===== src/hw/rtl/bftl_pkg.sv =====
package bftl_pkg;

    localparam int GLYPH_SLOTS = 128;
    localparam int FIRST_CHAR  = 33;
    localparam int COORD_BITS  = 16;

    localparam int SLOT_BITS  = (GLYPH_SLOTS > 1) ? $clog2(GLYPH_SLOTS) : 1;
    localparam int SUM_BITS   = COORD_BITS + 2;
    localparam int ADD_BITS   = 13;
    localparam int LINE_GAP   = 3;
    localparam int SRC_ROW0   = 1;

    typedef logic signed [COORD_BITS-1:0] coord_t;
    typedef logic signed [SUM_BITS-1:0]   wide_t;

    localparam coord_t PEN_MAX = {1'b0, {(COORD_BITS-1){1'b1}}};

    localparam logic [1:0] OP_TABLE = 2'd0;
    localparam logic [1:0] OP_START = 2'd1;
    localparam logic [1:0] OP_CHAR  = 2'd2;

    localparam logic [7:0] CHAR_NEWLINE = 8'd10;
    localparam logic [7:0] CHAR_SPACE   = 8'd32;

    localparam logic [2:0] REG_SPACE_WIDTH  = 3'd0;
    localparam logic [2:0] REG_GLYPH_HEIGHT = 3'd1;
    localparam logic [2:0] REG_MAX_CHAR     = 3'd2;
    localparam logic [2:0] REG_CLIP_ENABLE  = 3'd3;
    localparam logic [2:0] REG_CLIP_LEFT    = 3'd4;
    localparam logic [2:0] REG_CLIP_TOP     = 3'd5;
    localparam logic [2:0] REG_CLIP_WIDTH   = 3'd6;
    localparam logic [2:0] REG_CLIP_HEIGHT  = 3'd7;

    typedef enum logic [1:0] {
        KIND_OTHER   = 2'd0,
        KIND_SPACE   = 2'd1,
        KIND_NEWLINE = 2'd2,
        KIND_GLYPH   = 2'd3
    } char_kind_t;

    typedef struct packed {
        logic         draw;
        logic [15:0]  src_x;
        logic [15:0]  src_y;
        logic [11:0]  src_width;
        logic [11:0]  src_height;
        coord_t       dst_x;
        coord_t       dst_y;
    } glyph_t;

    typedef struct packed {
        logic         enable;
        coord_t       left;
        coord_t       top;
        logic [14:0]  width;
        logic [14:0]  height;
    } clip_cfg_t;

    function automatic coord_t pen_add(input coord_t base, input logic [ADD_BITS-1:0] amt);
        wide_t sum;
        sum = SUM_BITS'(base) + $signed(SUM_BITS'(amt));
        if (sum > SUM_BITS'(PEN_MAX))
            return PEN_MAX;
        return COORD_BITS'(sum);
    endfunction

endpackage


===== src/hw/rtl/bftl_if.sv =====


interface bftl_result_if;
    logic                 valid;
    logic                 ready;
    logic                 draw;
    logic [15:0]          src_x;
    logic [15:0]          src_y;
    logic [11:0]          src_width;
    logic [11:0]          src_height;
    bftl_pkg::coord_t     dst_x;
    bftl_pkg::coord_t     dst_y;

    modport source(output valid, draw, src_x, src_y, src_width, src_height, dst_x, dst_y,
                   input ready);
    modport sink(input valid, draw, src_x, src_y, src_width, src_height, dst_x, dst_y,
                 output ready);
endinterface



===== src/hw/rtl/bftl_clip.sv =====
module bftl_clip (
    input  logic                 clk,
    input  logic                 rst_n,
    input  logic                 in_valid,
    output logic                 in_ready,
    input  bftl_pkg::glyph_t     glyph,
    input  bftl_pkg::clip_cfg_t  clip,
    bftl_result_if.source        result
);

    typedef struct packed {
        logic                 draw;
        logic [15:0]          src_x;
        logic [15:0]          src_y;
        bftl_pkg::coord_t     dst_x;
        bftl_pkg::coord_t     dst_y;
        bftl_pkg::wide_t      width;
        bftl_pkg::wide_t      height;
    } clip_mid_t;

    logic               a_valid_reg;
    bftl_pkg::glyph_t   a_reg;
    logic               b_valid_reg;
    clip_mid_t          b_reg;
    clip_mid_t          b_next;
    logic               out_valid_reg;
    bftl_pkg::glyph_t   out_reg;
    bftl_pkg::glyph_t   out_next;
    logic               out_ready;
    logic               b_ready;

    bftl_pkg::wide_t    ex;
    bftl_pkg::wide_t    ey;
    logic               ex_pos;
    logic               ey_pos;
    bftl_pkg::wide_t    lim_w;
    bftl_pkg::wide_t    lim_h;
    bftl_pkg::wide_t    w;
    bftl_pkg::wide_t    h;

    assign out_ready = !out_valid_reg || result.ready;
    assign b_ready   = !b_valid_reg || out_ready;
    assign in_ready  = !a_valid_reg || b_ready;

    // left/top edge
    always_comb
    begin
        ex     = bftl_pkg::SUM_BITS'(clip.left) - bftl_pkg::SUM_BITS'(a_reg.dst_x);
        ey     = bftl_pkg::SUM_BITS'(clip.top) - bftl_pkg::SUM_BITS'(a_reg.dst_y);
        ex_pos = clip.enable && !ex[bftl_pkg::SUM_BITS-1] && (ex != '0);
        ey_pos = clip.enable && !ey[bftl_pkg::SUM_BITS-1] && (ey != '0);

        b_next.draw   = a_reg.draw;
        b_next.src_x  = a_reg.src_x;
        b_next.src_y  = a_reg.src_y;
        b_next.dst_x  = a_reg.dst_x;
        b_next.dst_y  = a_reg.dst_y;
        b_next.width  = $signed(bftl_pkg::SUM_BITS'(a_reg.src_width));
        b_next.height = $signed(bftl_pkg::SUM_BITS'(a_reg.src_height));
        if (ex_pos)
        begin
            b_next.src_x = a_reg.src_x + ex[15:0];
            b_next.dst_x = clip.left;
            b_next.width = b_next.width - ex;
        end
        if (ey_pos)
        begin
            b_next.src_y = a_reg.src_y + ey[15:0];
            b_next.dst_y = clip.top;
            b_next.height = b_next.height - ey;
        end
    end

    // right/bottom edge, floor at zero
    always_comb
    begin
        lim_w = bftl_pkg::SUM_BITS'(clip.left) + $signed(bftl_pkg::SUM_BITS'(clip.width))
                - bftl_pkg::SUM_BITS'(b_reg.dst_x);
        lim_h = bftl_pkg::SUM_BITS'(clip.top) + $signed(bftl_pkg::SUM_BITS'(clip.height))
                - bftl_pkg::SUM_BITS'(b_reg.dst_y);
        w = b_reg.width;
        h = b_reg.height;
        if (clip.enable && (w > lim_w))
            w = lim_w;
        if (clip.enable && (h > lim_h))
            h = lim_h;
        if (w[bftl_pkg::SUM_BITS-1])
            w = '0;
        if (h[bftl_pkg::SUM_BITS-1])
            h = '0;

        out_next = '0;
        if (b_reg.draw)
        begin
            out_next.draw       = 1'b1;
            out_next.src_x      = b_reg.src_x;
            out_next.src_y      = b_reg.src_y;
            out_next.src_width  = w[11:0];
            out_next.src_height = h[11:0];
            out_next.dst_x      = b_reg.dst_x;
            out_next.dst_y      = b_reg.dst_y;
        end
    end

    always_ff @(posedge clk or negedge rst_n)
    begin
        if (!rst_n)
        begin
            a_valid_reg   <= 1'b0;
            b_valid_reg   <= 1'b0;
            out_valid_reg <= 1'b0;
        end
        else
        begin
            if (in_ready)
                a_valid_reg <= in_valid;
            if (b_ready)
                b_valid_reg <= a_valid_reg;
            if (out_ready)
                out_valid_reg <= b_valid_reg;
        end
    end

    always_ff @(posedge clk)
    begin
        if (in_ready && in_valid)
            a_reg <= glyph;
        if (b_ready && a_valid_reg)
            b_reg <= b_next;
        if (out_ready && b_valid_reg)
            out_reg <= out_next;
    end

    assign result.valid      = out_valid_reg;
    assign result.draw       = out_reg.draw;
    assign result.src_x      = out_reg.src_x;
    assign result.src_y      = out_reg.src_y;
    assign result.src_width  = out_reg.src_width;
    assign result.src_height = out_reg.src_height;
    assign result.dst_x      = out_reg.dst_x;
    assign result.dst_y      = out_reg.dst_y;

endmodule


===== src/flat_wrapper.sv =====
// flat-port wrapper written by rule: the top's interface ports become plain ports
module bftl_clip_flat 
  (clk, rst_n, in_valid, in_ready, glyph, clip, result_valid, result_draw, result_src_x, result_src_y, result_src_width, result_src_height, result_dst_x, result_dst_y, result_ready);
  bftl_result_if result_i ();
  input  logic clk;
  input  logic rst_n;
  input  logic in_valid;
  output logic in_ready;
  input  bftl_pkg::glyph_t glyph;
  input  bftl_pkg::clip_cfg_t clip;
  output wire logic [$bits(result_i.valid)-1:0] result_valid;
  output wire logic [$bits(result_i.draw)-1:0] result_draw;
  output wire logic [$bits(result_i.src_x)-1:0] result_src_x;
  output wire logic [$bits(result_i.src_y)-1:0] result_src_y;
  output wire logic [$bits(result_i.src_width)-1:0] result_src_width;
  output wire logic [$bits(result_i.src_height)-1:0] result_src_height;
  output wire logic [$bits(result_i.dst_x)-1:0] result_dst_x;
  output wire logic [$bits(result_i.dst_y)-1:0] result_dst_y;
  input wire logic [$bits(result_i.ready)-1:0] result_ready;
  assign result_valid = result_i.valid;
  assign result_draw = result_i.draw;
  assign result_src_x = result_i.src_x;
  assign result_src_y = result_i.src_y;
  assign result_src_width = result_i.src_width;
  assign result_src_height = result_i.src_height;
  assign result_dst_x = result_i.dst_x;
  assign result_dst_y = result_i.dst_y;
  assign result_i.ready = result_ready;
  bftl_clip u_core (.clk(clk), .rst_n(rst_n), .in_valid(in_valid), .in_ready(in_ready), .glyph(glyph), .clip(clip), .result(result_i));
endmodule

===== config.mk =====
export PLATFORM = sky130hd
export DESIGN_NAME = bftl_clip_flat
export DESIGN_NICKNAME = d
export VERILOG_FILES = /design/src/hw/rtl/bftl_pkg.sv /design/src/hw/rtl/bftl_if.sv /design/src/hw/rtl/bftl_clip.sv /design/src/flat_wrapper.sv
export SDC_FILE = /design/constraint.sdc
export NUM_CORES = 1
export LEC_CHECK = 0
export ABC_AREA = 1
export BUFFER_PORTS_ARGS = -buffer_cell sky130_fd_sc_hd__buf_2
export CORE_UTILIZATION = 25
export DETAILED_ROUTE_END_ITERATION = 10
export GPL_ROUTABILITY_DRIVEN = 0
export GPL_TIMING_DRIVEN = 0
export PLACE_DENSITY_LB_ADDON = 0.2
export RECOVER_POWER = 50
export SLEW_MARGIN = 20
export SYNTH_ARGS = -nofsm -noshare
export SYNTH_HDL_FRONTEND = slang
export SYNTH_SLANG_ARGS = --single-unit
export TNS_END_PERCENT = 50

===== constraint.sdc =====
create_clock -name clk -period 5.2 [get_ports clk]
set_input_delay 0 -clock clk [delete_from_list [all_inputs] [get_ports clk]]
set_output_delay 0 -clock clk [all_outputs]
set_load 0.02 [all_outputs]

==> results.tsv <==
metric	value	unit
outcome	finished, violations left	
violations	capacitance limit, slew limit	
irDropWorstVdd	0.165	mV
drc	0	
fin_util	0.317	
rows	102	
wl_per_cell	16.5	um
io_pins	247	
setup_viol	0	
area_growth	24.7	%
post_cts_buffers	0	
port_buffers	246	
place.detailed.hpwl	51800	um
clock_sinks	282	
worstReg2RegStart	u_core.b_reg[52]	
path_class	reg -> reg	
cts_made_buffers	37	
min_to	u_core.b_reg[85]	
yosys_register_bits	282	
finalCriticalPeriod	4.72	ns
final_max_slew_viol_count	70	
setup_ws	0.481	ns
p_int	0.00614	W
syn_inst	2394	
worstHoldPathCells	5	
die_area	0.0803	sq mm
switching_share	0.408	
die_y	283	um
via_count	16600	
cts_tree	built	
synth_cell_types	40	
clock_latency	0.54	ns
ys.flop_type	edfxtp_1	
cpPeakStageDelay	0.44	ns
crit_buf_inv	4	
synth_nets	2746	
seqPwrFrac	0.323	
power.net_switching	0.00423	W
ys_warn_count	0	
slew_headroom	-0.313	
synth_area	0.0198	sq mm
combinationalPowerShare	0.437	
routed_via_density	4.27	
first_pass_iters	5	
cts_buffer_depth	3	
setup.worst_path.end_class	flop	
fin_nets	3164	
dp.cells	3687	
worst_pin_slew	1.96	ns
grt-ovfl-total	0	
synth_area_per_cell	8.26	sq um
htreeDepth	2	
worst-path-max-fanout	10	
drtAntennaViolNets	0	
clkSlewWorstSetupHoldPaths	0.06	ns
clkPwrFrac	0.240	
p_per_area	420	mW/mm^2
maxCapViolations	2	
critical-path-slowest-cell	fa_1	
grt_use_total	0.159	
die_w	283	um
r2r_end	u_core.result.src_width[11]	
power	0.0104	W
startpoint_type	flop	
path_cells	ha_1 > inv_1 > ha_1 > inv_1 > fa_1 > o21ai_0 > nand2_1 > nand2_1 > a21oi_1 > o21ai_0 > nand2_1 > nand2_1 > xor2_1 > ha_1 > nand2_1 > nor3_1 > nand2_1 > nand3_1 > nand3_1 > clkbuf_2 > o21ai_0 > inv_1 > nor2_1	
crit_path_frequent_cell	nand2_1	
wirelength	64000	um
clock_skew	0.0129	ns
drive_gt1_frac	0.0932	
p_leak	12.2	nW
largest_reg_flops	101	
synth_edf_count	279	
synthArstFlopShare	0.0106	
rrSetupSlack	0.48	ns
cts_root_buf	clkbuf_16	
layout.cells.non_filler	3877	
finalCritPeriodShare	0.908	
initial_utilization	0.254	
cp_top_family	simple AND/OR/NAND/NOR gates	
nFillCells	8502	
grt_max_degree	69	
worst-r2r-cell-count	23	
antenna_found_initial	12	
grt_pass1_wl	97800	um
cp.required	5.58	ns
rsz0062_at_grt	no	
grt_pass1_vias	16500	
max_freq	212	MHz
worstHoldPathType	in -> reg	
hold_viol	0	
ys_seq_area_frac	0.427	
min_from	clip[62]	
dp_worst_setup_slack	0.379	ns
dr.first_iter.drc_count	880	
arrival	5.10	ns
core_area	0.0778	sq mm
-- Yosys cell counts (18+ instances only) --
cell type | instances | share of area
nand4_1 | 24 | 0.0076
fa_1 | 36 | 0.036
ha_1 | 160 | 0.10
edfxtp_1 | 279 | 0.42
xnor2_1 | 21 | 0.0093
buf_2 | 18 | 0.0046
nand2_1 | 692 | 0.13
nand3_1 | 211 | 0.053
nor2_1 | 126 | 0.024
inv_1 | 471 | 0.089
a21oi_1 | 108 | 0.027
xor2_1 | 54 | 0.024
o21ai_0 | 58 | 0.015
-- final cells by class --
class / count / area (sq um) / area share
tap: 1040 / 1300 / 0.0528
sequential: 282 / 8450 / 0.343
clock buffer: 44 / 952 / 0.0386
buffer: 41 / 269 / 0.0109
clock inverter: 17 / 179 / 0.00726
timing repair buffer: 379 / 2440 / 0.0988
antenna: 3 / 7.51 / 0.000304
inverter: 473 / 1780 / 0.0721
multi-input combinational: 1598 / 9290 / 0.377
-- cell usage in the layout, fill, tap and decap left out, types with 13 or more instances in the layout --
cell type,n
fa_1,36
o21ai_0,58
dlygate4sd3_1,126
nand2_1,692
clkbuf_1,125
xnor2_1,21
buf_2,160
a21o_1,16
nor3_1,17
nand2_2,13
inv_1,469
a21oi_1,108
clkbuf_16,37
nor2_1,126
nand3_1,211
nand4_1,24
ha_1,160
xor2_1,54
edfxtp_1,279
-- cell families (layout without fill, tap and decap cells) --
family                     count (synthesis)  count (layout)  synth area share
and+or+nand+nor                         1113            1113             0.238
buffers and inverters                    514             954             0.103
DFF                                      282             282             0.427
AOI/OAI and AO/OA                        213             213            0.0598
adders and majority gates                196             196             0.138
xor gates and xnor gates                  76              76            0.0340
other                                      0               3                 0
-- power groups by stage --
stage                     combinational [W]  sequential [W]  clock, W
after floorplan                     0.00299         0.00356         0
after global placement              0.00451         0.00346         0
after detailed placement            0.00461         0.00338         0
after CTS                           0.00472         0.00334   0.00258
after global routing                0.00522         0.00340   0.00265
final                               0.00454         0.00335   0.00249
-- layer usage --
metal  vias up  routed length, um  global-route usage
met4        18               1090              0.0335
met2       303              27500               0.245
met5         -                119                   0
li1       8545                  -                   -
met3        69               2880              0.0283
met1      7621              32500               0.230
-- per-stage QoR --
stage          TNS, ns  hold slack, ns  instance area [sq um]
3_5_place_dp         0          -0.196                  22500
4_1_cts              0           0.123                  24900
5_1_grt              0           0.137                  24700
6_report             0           0.153                  24700
3_3_place_gp    -22.84          -0.199                  22300
2_1_floorplan        0          -0.296                  19800
-- tightest hold or removal path, cell delays in order --
cell     delay [ns]
buf_2          0.16
nand2_1        0.12
nor2_4         0.08
nand3_1        0.10
nand2_1        0.05
-- timing repair --
action / in CTS / in global routing
endpoints found under the hold margin: 132 / 0
hold buffers: 126 / 0
endpoints found under the setup margin: 0 / 7
gates resized for setup: 0 / 4
-- how the worst max path moves through the flow --
stage / from / end / slack (ns) / cells past startpoint
detailed placement: u_core.b_reg[52] / u_core.result.src_width[11] / 0.38 / 23
global placement: result_ready / u_core.result.dst_x[1] / -0.28 / 3
floorplan: u_core.b_reg[53] / u_core.result.src_width[11] / 1.25 / 22
global route: u_core.b_reg[53] / u_core.result.src_width[10] / 0.04 / 23
CTS: u_core.b_reg[52] / u_core.result.src_width[11] / 0.35 / 23
finish: u_core.b_reg[52] / u_core.result.src_width[11] / 0.48 / 23
(Power assumes the default switching activity.)
